--- src/hw/rtl/pcm_pkg.sv ---
// Package for the multi-mode PID controller: mode codes, operation codes,
// configuration register indexes and the mode bundle shared by front and back.
// No dependencies.
`default_nettype none
package pcm_pkg;

    typedef enum logic [1:0] {
        CTRL_POSITION    = 2'd0,
        CTRL_INCREMENTAL = 2'd1,
        CTRL_DISTANCE    = 2'd2,
        CTRL_HOLD        = 2'd3
    } ctrl_mode_t;

    typedef enum logic [1:0] {
        ERR_PLAIN   = 2'd0,
        ERR_GYRO    = 2'd1,
        ERR_ANGLE   = 2'd2,
        ERR_ENCODER = 2'd3
    } err_mode_t;

    localparam logic OP_STEP  = 1'b0;
    localparam logic OP_CLEAR = 1'b1;

    localparam int CFG_IDX_W = 3;
    localparam logic [CFG_IDX_W-1:0] CFG_CONTROL_MODE   = 3'd0;
    localparam logic [CFG_IDX_W-1:0] CFG_ERROR_MODE     = 3'd1;
    localparam logic [CFG_IDX_W-1:0] CFG_GAIN_P         = 3'd2;
    localparam logic [CFG_IDX_W-1:0] CFG_GAIN_I         = 3'd3;
    localparam logic [CFG_IDX_W-1:0] CFG_GAIN_D         = 3'd4;
    localparam logic [CFG_IDX_W-1:0] CFG_INTEGRAL_LIMIT = 3'd5;
    localparam logic [CFG_IDX_W-1:0] CFG_OUTPUT_LIMIT   = 3'd6;
    localparam logic [CFG_IDX_W-1:0] CFG_ENCODER_RANGE  = 3'd7;

    localparam int COUNT_W = 16;
    localparam logic [COUNT_W-1:0] ENCODER_RANGE_RESET = 16'd8192;

    typedef struct packed {
        ctrl_mode_t ctrl;
        err_mode_t  err;
    } mode_cfg_t;

endpackage
`default_nettype wire

--- src/hw/rtl/pcm_front.sv ---
// Front end: accepts items, forms the wrapped error and the gain operands,
// and keeps the error history. Depends on pcm_pkg.
`default_nettype none
module pcm_front
    import pcm_pkg::*;
#(
    parameter int WORD_WIDTH = 32,
    parameter int FRAC_BITS  = 16
) (
    input  wire logic                      aclk,
    input  wire logic                      aresetn,
    input  wire mode_cfg_t                 modes,
    input  wire logic [COUNT_W-1:0]        encoder_range,
    input  wire logic                      push,
    input  wire logic                      operation,
    input  wire logic [WORD_WIDTH-1:0]     setpoint,
    input  wire logic [WORD_WIDTH-1:0]     feedback,
    output logic [3*WORD_WIDTH:0]          item
);
    localparam int W  = WORD_WIDTH;
    localparam int XB = (W > FRAC_BITS + 19) ? W : FRAC_BITS + 19;
    localparam int XW = XB + 3;
    localparam int DW = COUNT_W + 3;

    localparam logic signed [XW-1:0] WMAX_X = {{(XW-W+1){1'b0}}, {(W-1){1'b1}}};
    localparam logic signed [XW-1:0] WMIN_X = ~WMAX_X;
    localparam logic signed [XW-1:0] Q180   = XW'(180)  << FRAC_BITS;
    localparam logic signed [XW-1:0] Q360   = XW'(360)  << FRAC_BITS;
    localparam logic signed [XW-1:0] Q4096  = XW'(4096) << FRAC_BITS;
    localparam logic signed [XW-1:0] Q8191  = XW'(8191) << FRAC_BITS;

    function automatic logic [W-1:0] sat_x(input logic signed [XW-1:0] v);
        logic [W-1:0] r;
        if (v > WMAX_X) begin
            r = WMAX_X[W-1:0];
        end else if (v < WMIN_X) begin
            r = WMIN_X[W-1:0];
        end else begin
            r = v[W-1:0];
        end
        return r;
    endfunction

    function automatic logic signed [XW-1:0] sx(input logic [W-1:0] v);
        return {{(XW-W){v[W-1]}}, v};
    endfunction

    logic [W-1:0] error_latest_reg, error_latest_next;
    logic [W-1:0] error_previous_reg, error_previous_next;

    logic signed [XW-1:0] el_x, raw_x, ang_x, dq_x, d1_x, d2_x, sp_x, fb_x;
    logic signed [DW-1:0] dc, half, rng;
    logic [W-1:0] e1, e, d1, d2, p_arg, d_arg;
    logic [COUNT_W-1:0] sp_cnt, fb_cnt;

    // Fold the stored latest error, form the new error and the differences
    always_comb begin
        el_x = sx(error_latest_reg);
        if (modes.err == ERR_GYRO) begin
            if (el_x > Q180) begin
                el_x = el_x - Q360;
            end else if (el_x < -Q180) begin
                el_x = el_x + Q360;
            end
        end
        e1 = sat_x(el_x);

        sp_x   = sx(setpoint);
        fb_x   = sx(feedback);
        sp_cnt = sp_x[FRAC_BITS+COUNT_W-1:FRAC_BITS];
        fb_cnt = fb_x[FRAC_BITS+COUNT_W-1:FRAC_BITS];
        rng    = DW'(encoder_range);
        half   = DW'(encoder_range[COUNT_W-1:1]);
        dc     = DW'(sp_cnt) - DW'(fb_cnt);
        if (dc > half) begin
            dc = dc - rng;
        end
        if (dc < -half) begin
            dc = dc + rng;
        end
        dq_x = {{(XW-DW){dc[DW-1]}}, dc} <<< FRAC_BITS;

        raw_x = sp_x - fb_x;
        ang_x = sx(sat_x(raw_x));
        if (ang_x > Q4096) begin
            ang_x = ang_x - Q8191;
        end else if (ang_x < -Q4096) begin
            ang_x = ang_x + Q8191;
        end

        case (modes.err)
            ERR_ENCODER: e = sat_x(dq_x);
            ERR_ANGLE:   e = sat_x(ang_x);
            default:     e = sat_x(raw_x);
        endcase

        d1_x = sx(e) - sx(e1);
        d2_x = sx(e) - (sx(e1) <<< 1) + sx(error_previous_reg);
        d1   = sat_x(d1_x);
        d2   = sat_x(d2_x);

        case (modes.ctrl)
            CTRL_POSITION: begin
                p_arg = e;
                d_arg = d1;
            end
            CTRL_INCREMENTAL: begin
                p_arg = d1;
                d_arg = d2;
            end
            default: begin
                p_arg = d1;
                d_arg = d1;
            end
        endcase

        item = {operation, e, p_arg, d_arg};

        error_latest_next   = error_latest_reg;
        error_previous_next = error_previous_reg;
        if (push) begin
            if (operation == OP_CLEAR) begin
                error_latest_next   = '0;
                error_previous_next = '0;
            end else begin
                error_latest_next   = e;
                error_previous_next = e1;
            end
        end
    end

    // Hold the error history
    always_ff @(posedge aclk) begin
        if (!aresetn) begin
            error_latest_reg   <= '0;
            error_previous_reg <= '0;
        end else begin
            error_latest_reg   <= error_latest_next;
            error_previous_reg <= error_previous_next;
        end
    end

endmodule
`default_nettype wire

--- config.mk ---
export PLATFORM = sky130hd
export DESIGN_NAME = pcm_front
export DESIGN_NICKNAME = d
export VERILOG_FILES = /design/src/hw/rtl/pcm_pkg.sv /design/src/hw/rtl/pcm_front.sv
export SDC_FILE = /design/constraint.sdc
export NUM_CORES = 1
export LEC_CHECK = 0
export BUFFER_PORTS_ARGS = -buffer_cell sky130_fd_sc_hd__buf_2
export CAP_MARGIN = 20
export CORE_MARGIN = 2
export CORE_UTILIZATION = 50
export DETAILED_ROUTE_END_ITERATION = 8
export PLACE_DENSITY = 0.69
export SETUP_SLACK_MARGIN = 0.2
export SYNTH_ARGS = -nofsm -noshare
export SYNTH_HDL_FRONTEND = slang
export SYNTH_SLANG_ARGS = --single-unit
--- constraint.sdc ---
create_clock -name aclk -period 11.5 [get_ports aclk]
set_clock_uncertainty 0.15 [all_clocks]
set_input_delay 0 -clock aclk [delete_from_list [all_inputs] [get_ports aclk]]
set_output_delay 0 -clock aclk [all_outputs]
set_load 0.02 [all_outputs]
==> results.ini <==
[die]
core.rowCount = 63
ios = 185
initial_utilization = 0.505
die_x_um = 177
coreArea_um2 = 29600
dieArea_um2 = 31300
die_h_um = 177

[sta]
slew-limit-headroom = 0.304
fin_ws_ns = 0.761
worst_pin_slew_ns = 1.03
fin_crit_sh = 0.934
rsz0062_at_grt = false
setup_viol = 0
holdWs_ns = 0.0191
max_freq_mhz = 93.1
layout_min_cycle_time_ns = 10.74
setup_tns_ns = 0
slew_violations = 0
hold_viol = 0

[route]
wirelength_mm = 55.2
routed.top_layer = met5
num_vias = 17200
drt-met1-wl_mm = 25.2
drt-pass1-iter-count = 5
antenna_left = 0
vias_per_cell = 6.43
drt_iter0_drc = 1691
wl_met2_mm = 23.6
routedWlPerCell_um = 20.6
drt_drc_violations_left = 0
dr_wl_met3_mm = 4.49

[finish]
final_core_util = 0.573
design_area_um2 = 16900
syn_to_final_growth_pct = 13.5
drive_gt1_frac = 0.158
nets = 2581
instances_no_fill = 2682
n_antenna_cell = 0

[synthesis]
ys_top_cells_by_count = 265 x a21oi_1, 247 x nor2_1, 169 x ha_1, 147 x nand2_1, 137 x o21ai_0
seq_area_frac_synth = 0.0858
syn-mean-instance-area_um2 = 7.00
synth.distinct_cells = 96
synth_fp_nets = 2428
synth_edf_count = 0
netlist_area_um2 = 14900
ys_async_sr_fraction = 0
synth.top_cell.area_share = 0.142
ys_ff_latch = 64
synth_top_flop_cell = dfxtp_1
synth_warnings = 0
synth.most_common_cell = a21oi_1
yosys.area.top_type = ha_1
synth_area_leaders = ha_1 14%, a21oi_1 8.9%, dfxtp_1 8.6%
netlist_instances = 2134

[setup_path]
required_ns = 11.35
cp-end-kind = output port
slowest_delay_ns = 0.44
reg2reg_depth = 12
worstSetupPathType = in -> out
critPathArrivalTime_ns = 10.59
start_kind = input port
worst_path_max_delay_cell = fa_1
cp_num_cells = 47
cpMostUsedCell = ha_1
crit_fanout = 19
critPathTopFamily = compound AO/OA/AOI/OAI gates
cp_num_buf_inv = 7

[placed_design]
place_congestion = 1.03
dp_cells = 2663
post-dp-hpwl_mm = 45.1
pre_cts_ws_ns = 0.0426
portBuffers = 184
dpl_cell_area_um2 = 16400

[pwr]
powerDensity_nw_per_um2 = 341
leakage_nw = 7.51
totalPowerFinal_mw = 5.77
vdd_ir_drop_max_mv = 0.256

[global_routing]
grt_antenna_before_repair = 1
grt_pass1_vias = 16000
grt_max_degree = 33
overflow = 0
globalRouteTotalUtil = 0.349
grt_pass1_wl_mm = 87.2

[clocking]
numCtsBuffers = 9
cts_root_buffer = clkbuf_16
cts.sinks = 64
clockBufferDepth = 2
clock_latency_ns = 0.34
clk_pin_slew_ns = 0.06
cts_max_level = 3
ctsHoldBuffers = 0
cts_tree = built

[job]
maxCapViolations = 0

[hold_path]
hold_class = in -> reg
whs_path_depth = 5

[run_status]
status = finished, final reports clean

-- logic make-up after synthesis --
group | count (synthesis) | synth area share
flip-flops | 64 | 0.0858
XOR/XNOR | 149 | 0.0874
multiplexers | 18 | 0.0126
buffers and inverters | 227 | 0.0597
AND/OR/NAND/NOR | 671 | 0.213
AO/OA/AOI/OAI | 790 | 0.344
adder cells (fa/ha/maj) | 215 | 0.197
-- worst min-delay path, cell delays in order --
cell and delay (ns):
buf_2 0.09, nor2_1 0.04, buf_4 0.19, nand2_1 0.08, a21oi_1 0.06
-- cells in the final DEF (no fill, tap or decap), types with 12 or more instances in the layout --
cell type and n:
a211o_1 12, a211oi_1 25, a21o_1 63, a21oi_1 257, a31oi_1 20, and2_1 17
and3_1 21, buf_2 184, buf_4 50, dfxtp_1 64, fa_1 37, ha_1 166
inv_1 130, mux2i_1 12, nand2_1 144, nand2b_1 32, nand3_1 38, nand4_1 20
nor2_1 242, nor2b_1 18, nor3_1 48, nor4_1 17, o211ai_1 17, o21a_1 30
o21ai_0 124, o21ai_1 23, o21bai_1 14, o22ai_1 23, o31ai_1 32, or2_2 15
or3_1 21, xnor2_1 86, xor2_1 60
-- layout make-up --
class | instances | area, um^2
Sequential cell | 64 | 1280
Clock buffer | 11 | 253
Tap cell | 390 | 488
Multi-Input combinational cell | 1843 | 13000
Fill cell | 2935 | 12600
Timing Repair Buffer | 237 | 1360
Clock inverter | 5 | 78.8
Inverter | 132 | 495
-- layer usage --
| layer | GRT usage | up-vias |
|---|---|---|
| li1 | - | 8127 |
| met1 | 0.494 | 8164 |
| met2 | 0.533 | 791 |
| met3 | 0.0584 | 154 |
| met4 | 0.117 | 2 |
| met5 | 0 | - |
-- worst paths after layout --
check	startpoint	end	slack, ns
worst max-delay path	setpoint[16]	item[44]	0.76
worst min-delay path	operation	error_previous_reg[0]	0.02
worst max register to register	error_latest_reg[5]	error_previous_reg[8]	7.52
worst min register to register	error_previous_reg[0]	error_previous_reg[0]	0.33
-- timing repair --
action	in CTS	in global routing
pin swaps	0	10
resized for setup	5	58
setup endpoints to repair	34	64
setup buffers	0	3
endpoints found under the hold margin	0	0
-- where the power goes --
group	leakage, nW	total, mW	switching, mW	internal (mW)
Clock	0.165	0.310	0.109	0.201
Combinational	6.83	5.20	3.25	1.95
Sequential	0.520	0.263	0.0220	0.241
Power figures use the tool's default switching activity.
