$ cat src/hw/rtl/pcm_queue.sv
// Two-entry queue between front and back end.
// Depends on nothing but its data width.
`default_nettype none
module pcm_queue #(
    parameter int DATA_W = 97
) (
    input  wire logic              aclk,
    input  wire logic              aresetn,
    input  wire logic              push,
    input  wire logic [DATA_W-1:0] push_data,
    input  wire logic              pop,
    output logic                   full,
    output logic                   not_empty,
    output logic [DATA_W-1:0]      head
);
    logic [DATA_W-1:0] slot_reg [2];
    logic [1:0] count_reg, count_next;
    logic       wr_ptr_reg, rd_ptr_reg;

    assign full      = (count_reg == 2'd2);
    assign not_empty = (count_reg != 2'd0);
    assign head      = slot_reg[rd_ptr_reg];

    always_comb begin
        count_next = count_reg + 2'(push) - 2'(pop);
    end

    // Store the pushed transaction
    always_ff @(posedge aclk) begin
        if (push) begin
            slot_reg[wr_ptr_reg] <= push_data;
        end
    end

    // Advance the pointers and fill count
    always_ff @(posedge aclk) begin
        if (!aresetn) begin
            count_reg  <= '0;
            wr_ptr_reg <= 1'b0;
            rd_ptr_reg <= 1'b0;
        end else begin
            count_reg <= count_next;
            if (push) begin
                wr_ptr_reg <= ~wr_ptr_reg;
            end
            if (pop) begin
                rd_ptr_reg <= ~rd_ptr_reg;
            end
        end
    end

endmodule
`default_nettype wire

$ cat config.mk
export PLATFORM = sky130hd
export DESIGN_NAME = pcm_queue
export DESIGN_NICKNAME = d
export VERILOG_FILES = /design/src/hw/rtl/pcm_queue.sv
export SDC_FILE = /design/constraint.sdc
export NUM_CORES = 1
export LEC_CHECK = 0
export ABC_AREA = 1
export ABC_CLOCK_PERIOD_IN_PS = 13100
export BUFFER_PORTS_ARGS = -buffer_cell sky130_fd_sc_hd__buf_4
export CAP_MARGIN = 20
export CORE_UTILIZATION = 56
export DETAILED_ROUTE_END_ITERATION = 10
export GPL_TIMING_DRIVEN = 0
export PLACE_DENSITY_LB_ADDON = 0.2
export SYNTH_ARGS = -nofsm -noshare
export SYNTH_HDL_FRONTEND = slang
export SYNTH_SLANG_ARGS = --single-unit
$ cat constraint.sdc
create_clock -name aclk -period 13.1 [get_ports aclk]
set_input_delay 2.62 -clock aclk [delete_from_list [all_inputs] [get_ports aclk]]
set_output_delay 2.62 -clock aclk [all_outputs]
set_load 0.05 [all_outputs]
==> summary.txt, run 1 <==
STA
  – Final hold violations: 0
  – Total negative setup slack: 0 ps
  – Final setup vio count: 0
  – Tmin final: 4370 ps
  – Fin. max-slew vios: 0
  – RSZ-0062 raised after global routing: false
  – Final worst path period share: between 30 and 40%
  – Clock skew: roughly 6.4 ps
  – Slew HR: around 64%
  – Fmax achieved: between 0.2 and 0.25 GHz
  – Worst slew pin tran: between 500 and 600 ps

Cells and area
  – Util after Layout: approximately three quarters
  – Nets: 660
  – Max reg flops: just under 200
  – Non-Filler Instances: approximately 740
  – Antenna Cells: 0
  – Share of cells above drive strength 1: between 60% and 70%
  – Fillers: between 700 and 800
  – Syn-to-layout area delta: 32.6%

Clock tree
  – Clock sink count: 199
  – CTS Root Cell: clkbuf_16
  – TritonCTS clock tree: built
  – Total CTS buffers: 17
  – Cts repair resizes: 0
  – H-tree levels: 4
  – Post-CTS setup buffer count: 0
  – Hold buffer count at cts: 0
  – Worst skew pair latency: roughly 420 ps
  – CTS clock-pin slew for the worst setup and hold paths: 60 ps
  – Clk buf depth: 2

Worst setup path
  – WS Path Type: register to output port
  – Critical-path cell list: buf_6, buf_6, buf_6, mux2_4, buf_4
  – Slowest cell on the critical path: dfxtp_1
  – WP buf/inv: 4
  – CP Capture Type: output port
  – Arr. time, crit path: around 1800 ps
  – Crit-path max cell delay: approximately 330 ps
  – Reg2reg setup slack: around 11000 ps
  – Crit path launch type: register
  – Most frequent CP cell: buf_6
  – CP Data Required Time: roughly 10000 ps
  – CP top delay family: buffers and inverters
  – Reg-to-Reg Start: wr_ptr_reg
  – Crit-path max FO: 10

Route
  – Post-detailed-route count of antenna-violating nets: 0
  – Via count: approximately 3700
  – DR DRC count: 0
  – Per-cell routed wire length: between 15 and 20 um
  – Vias per cell: ~5.0
  – DR iter-0 viols: between 200 and 250
  – Pre-antenna DRT Iters: 4
  – Routed WL: about 13000 um

Synthesis
  – Synth Cell Area: 7340 um^2
  – Top_reg_cell synth: edfxtp_1
  – Most frequent cells after synthesis: edfxtp_1 (194), mux2_2 (67), mux2_4 (30)
  – Async set or reset register ratio after synthesis: 0%
  – Top post-synthesis cells by area: edfxtp_1 (79%), mux2_2 (10%), mux2_4 (6.1%)
  – Yosys top cell by area: edfxtp_1
  – #FFs+latches synth: approximately 200
  – Synthesized area per cell: ~22 um^2
  – Post-synthesis cell type count: 12
  – Gate Count Post-Synth: between 300 and 400
  – Count leader, synth: edfxtp_1
  – Post-synth EDFFs: roughly 190
  – Register area share after synthesis: between 80% and 90%
  – Post-Syn Nets: about 440
  – Total of warnings raised by yosys: 0
  – Synth top area share: between 70% and 80%

Die
  – Number of core rows: 41
  – Die width: about 120 um
  – I/O Pins: 200
  – Die ar.: roughly 14000 um^2
  – Die H: 117 um
  – Initial Util: around 58%
  – Core footprint: 12700 um^2

Global routing
  – Grt ovf: 0
  – GRT Total Usage: 19.3%
  – Number of global-route vias before repair: approximately 3800
  – First-pass GRT wire length: about 18000 um
  – Global route hottest layer: met2
  – Grt met2 use: 34.5%
  – GRT met3 Usage: a little over 8%
  – Met1 Usage GRT: 19.3%
  – Initial antenna violation count: 0
  – Largest net degree at the start of global routing: 59

Power and ir drop
  – Worst ir drop on vdd: 0.0990 mV
  – Leak: roughly 3.8 nW
  – Power per cell area: 155 nW/um^2
  – PnR Total Power: 0.00150 W

Place
  – Post-detail-place hpwl: 8930 um
  – # port buffers: a little under 200
  – Placer Congestion: between 0.6 and 0.7
  – Cell total after placement: 710

Min path
  – Worst Hold Launch: wr_ptr_reg
  – HP Class: register to register

Status
  – Status: complete, no violations

Flow run
  – Max_cap viols: 0
-- area by class of cell --
type | instances | area (um^2) | area share (%)
flip-flops and latches | 199 | 5930 | 60.9
repair buffers | 203 | 1580 | 16.2
clock inverters | 14 | 158 | 1.62
clock buffers | 18 | 429 | 4.41
multi-input cells | 118 | 1310 | 13.5
inverters | 7 | 28.8 | 0.296
well taps | 172 | 215 | 2.21
plain buffers | 11 | 86.3 | 0.887
-- worst register-to-register path: stages, from the launching register on --
cell and delay [ps]:
dfxtp_1 410, nand2_1 130, inv_4 430, buf_16 350
-- final timing paths --
path	endpoint	cells past startpoint
setup / recovery	head[91]	5
hold reg to reg	wr_ptr_reg	2
hold / removal	wr_ptr_reg	2
setup reg to reg	slot_reg[1][83]	3
-- cell usage in the layout, fill, tap and decap left out, drive strengths merged --
cell | synthesis | routed
a21oi | 1 | 1
buf | 11 | 214
bufinv | 0 | 3
clkbuf | 0 | 18
clkinv | 0 | 6
clkinvlp | 0 | 4
dfxtp | 5 | 5
edfxtp | 194 | 194
ha | 2 | 2
inv | 7 | 8
mux2 | 97 | 97
nand2 | 9 | 9
nand3 | 1 | 1
nor2 | 8 | 8
-- cells by family after synthesis --
logic type | synth area share, %
AO/OA/AOI/OAI | 0.0681
AND/OR/NAND/NOR | 0.937
adder cells (fa/ha/maj) | 0.341
buffers and inverters | 1.53
flip-flops | 80.7
multiplexers | 16.4
-- layer usage --
metal,up-vias,share of wire (%)
met5,-,0
met4,0,1.8
met3,19,9.3
met2,150,54
met1,1821,35
li1,1752,-
-- stage by stage --
stage          instance area [um^2]  worst slack [ps]  hold slack [ps]
2_1_floorplan                  7340              5820              463
3_3_place_gp                   9050              3590              476
3_5_place_dp                   9150              9110              530
4_1_cts                        9740              8690              547
5_1_grt                        9740              8660              589
6_report                       9740              8730              556
-- power breakdown --
| part | switching, W | leakage, nW | total (W) | internal (W) |
|---|---|---|---|---|
| Combinational | 0.000159 | 1.63 | 0.000252 | 0.0000936 |
| Clock | 0.000209 | 0.279 | 0.000507 | 0.000298 |
| Sequential | 0.00000831 | 1.86 | 0.000745 | 0.000737 |
No activity file was read; power rests on OpenSTA's default activity.
==> run 2: changes to the inputs <==
--- a/config.mk
+++ b/config.mk
@@ -6,10 +6,10 @@
 export NUM_CORES = 1
 export LEC_CHECK = 0
 export ABC_AREA = 1
-export ABC_CLOCK_PERIOD_IN_PS = 13100
+export ABC_CLOCK_PERIOD_IN_PS = 4400
 export BUFFER_PORTS_ARGS = -buffer_cell sky130_fd_sc_hd__buf_4
 export CAP_MARGIN = 20
-export CORE_UTILIZATION = 56
+export CORE_UTILIZATION = 52
 export DETAILED_ROUTE_END_ITERATION = 10
 export GPL_TIMING_DRIVEN = 0
 export PLACE_DENSITY_LB_ADDON = 0.2
==> constraint.sdc (replaced) <==
create_clock -name aclk -period 4.4 [get_ports aclk]
set_input_delay 0.88 -clock aclk [delete_from_list [all_inputs] [get_ports aclk]]
set_output_delay 0.88 -clock aclk [all_outputs]
set_load 0.05 [all_outputs]
==> summary.txt, run 2 (same netlist as run 1, synthesis figures left out) <==
Route
  – DR iter-0 viols: 197 (-3.0%)
  – Via count: 3677 (-1.7%)
  – Per-cell routed wire length: 16.7 um (-4.0%)
  – Post-detailed-route count of antenna-violating nets: 0 (unchanged)
  – DR DRC count: 0 (unchanged)
  – Vias per cell: 4.92 (-2.5%)
  – Routed WL: 12500 um (-3.2%)
  – Pre-antenna DRT Iters: 4 (unchanged)

STA
  – Fin Hold WS: 520 ps (-35.7 ps)
  – RSZ-0062 raised after global routing: false
  – Tmin final: 2630 ps
  – Fin. max-slew vios: 0 (unchanged)
  – Slew HR: 60.7% (-2.9 points)
  – Setup slack after layout: 1770 ps (-6960 ps)
  – Fmax achieved: ~0.38 GHz
  – Worst slew pin tran: 589 ps (+42.4 ps)
  – Final setup vio count: 0 (unchanged)
  – Clock skew: 4.73 ps (-1.65 ps)
  – Final worst path period share: 59.9%
  – Final hold violations: 0 (unchanged)

Worst setup path
  – CP Capture Type: output port
  – Reg-to-Reg Start: wr_ptr_reg
  – Crit path launch type: register
  – FF-to-FF End: slot_reg[1][56]
  – Arr. time, crit path: 1750 ps (about the same)
  – R2r worst-path depth: 3 (unchanged)
  – Reg2reg setup slack: 2810 ps (-8610 ps)
  – WS Path Type: register to output port
  – CP Data Required Time: 3520 ps (-6960 ps)
  – Crit-path max FO: 10 (unchanged)
  – End of the critical path: head[70]

Cells and area
  – Syn-to-layout area delta: 33.1%
  – Share of cells above drive strength 1: 59.5% (-0.67 points)
  – Commonest non-fill, non-tap cells in the layout: buf_4 (199), edfxtp_1 (194), mux2_2 (67)
  – Nets: 660 (unchanged)
  – Multi-input combinational cell area: 1310 um^2 (unchanged)
  – Fillers: 901 (+17%)
  – Max reg flops: 194 (unchanged)
  – Antenna Cells: 0 (unchanged)
  – FF+latch area: 5930 um^2 (unchanged)
  – Finished Cell Area: 9770 um^2 (+0.39%)
  – Leading cell type in the layout, fill and taps excluded: buf_4
  – Non-Filler Instances: 748 (+0.81%)

Clock tree
  – CTS clock-pin slew for the worst setup and hold paths: 60 ps (about the same)
  – TritonCTS clock tree: built
  – H-tree levels: 4 (unchanged)
  – Total CTS buffers: 17 (unchanged)
  – Post-CTS setup buffer count: 0 (unchanged)
  – Hold buffer count at cts: 0 (unchanged)
  – Clock sink count: 199 (unchanged)
  – Clk buf depth: 2 (unchanged)
  – Worst skew pair latency: 420 ps (about the same)
  – Cts repair resizes: 0 (unchanged)
  – CTS Root Cell: clkbuf_16

Die
  – Initial Util: 53.1% (-4.6 points)
  – Die ar.: 14600 um^2 (+7.6%)
  – I/O Pins: 200 (unchanged)
  – Die H: 121 um (+3.7%)
  – Number of core rows: 43 (+4.9%)
  – Core footprint: 13800 um^2 (+8.7%)
  – Die width: 121 um (+3.7%)

Power and ir drop
  – PnR Total Power: 0.00457 W (+200%)
  – Worst ir drop on vdd: 0.293 mV (+200%)
  – Power per cell area: 468 nW/um^2 (+200%)
  – Leak: 3.78 nW (+0.32%)

Flow run
  – Max_cap viols: 0 (unchanged)

Global routing
  – Number of global-route vias before repair: 3808 (+0.63%)
  – GRT Total Usage: 17.8% (-1.5 points)
  – First-pass GRT wire length: 18900 um (+2.7%)
  – Largest net degree at the start of global routing: 70 (+19%)
  – Initial antenna violation count: 0 (unchanged)
  – Grt ovf: 0 (unchanged)

Status
  – Status: complete, no violations

Min path
  – HP Class: register to register

Place
  – Placer Congestion: 0.694 (+1.4%)
  – Pre-CTS setup slack: 2200 ps (-6920 ps)
  – Dpl cell area: 9160 um^2 (+0.11%)
  – Cell total after placement: 718 (+1.1%)
  – # port buffers: 199 (unchanged)
  – Post-detail-place hpwl: 8520 um (-4.6%)
## run 2: changes by cell type in the layout (fill, tap and decap cells not counted), sizes merged
cell      change
inv           -1
clkbuf        +1
bufinv        +2
clkinvlp      -2
clkinv        -2
## run 2: report_power, final
| group | internal (W) | leakage [nW] | total (W) | switching (W) |
|---|---|---|---|---|
| sequential | 0.00219 | 1.86 | 0.00222 | 0.0000228 |
| clock | 0.000994 | 0.291 | 0.00161 | 0.000612 |
| combinational | 0.000279 | 1.63 | 0.000748 | 0.000469 |
| total | 0.00347 | 3.78 | 0.00457 | 0.00110 |
## run 2: worst min path at each step
stage                           from          to  slack, ps  depth (start not counted)
after detailed placement  rd_ptr_reg    register        500                          2
after global routing      rd_ptr_reg  rd_ptr_reg        560                          2
after floorplan           rd_ptr_reg    register        460                          2
final                     rd_ptr_reg  rd_ptr_reg        520                          2
after CTS                 rd_ptr_reg  rd_ptr_reg        530                          2
after global placement    rd_ptr_reg  rd_ptr_reg        470                          2
## run 2: layer usage
layer,up-vias,part of all wire [%],track usage [%]
met1,1776,39,20.3
met3,18,8.6,6.70
met5,-,0,0
met4,0,2.0,8.49
met2,135,51,29.4
li1,1748,-,-
## run 2: critical path, stage by stage, from the launching register on
cell     delay, ps
dfxtp_1        320
buf_6          140
buf_6          170
buf_6          200
mux2_4         320
buf_4          190
## run 2: per-stage QoR
stage               utilization, %  TNS (ps)
global placement              65.6    -86450
global route                  70.7         0
CTS                           70.7         0
detailed placement            66.2         0
finish                        70.7         0
floorplan                        -         0
## run 2: final cells by class
cell class | count | share of cell area, %
Clock buffer | 19 | 4.43
Clock inverter | 11 | 1.86
Multi-Input combinational cell | 118 | 13.4
Inverter | 7 | 0.294
Timing Repair Buffer | 203 | 16.2
Sequential cell | 199 | 60.6
Buffer | 11 | 0.883
Tap cell | 180 | 2.30
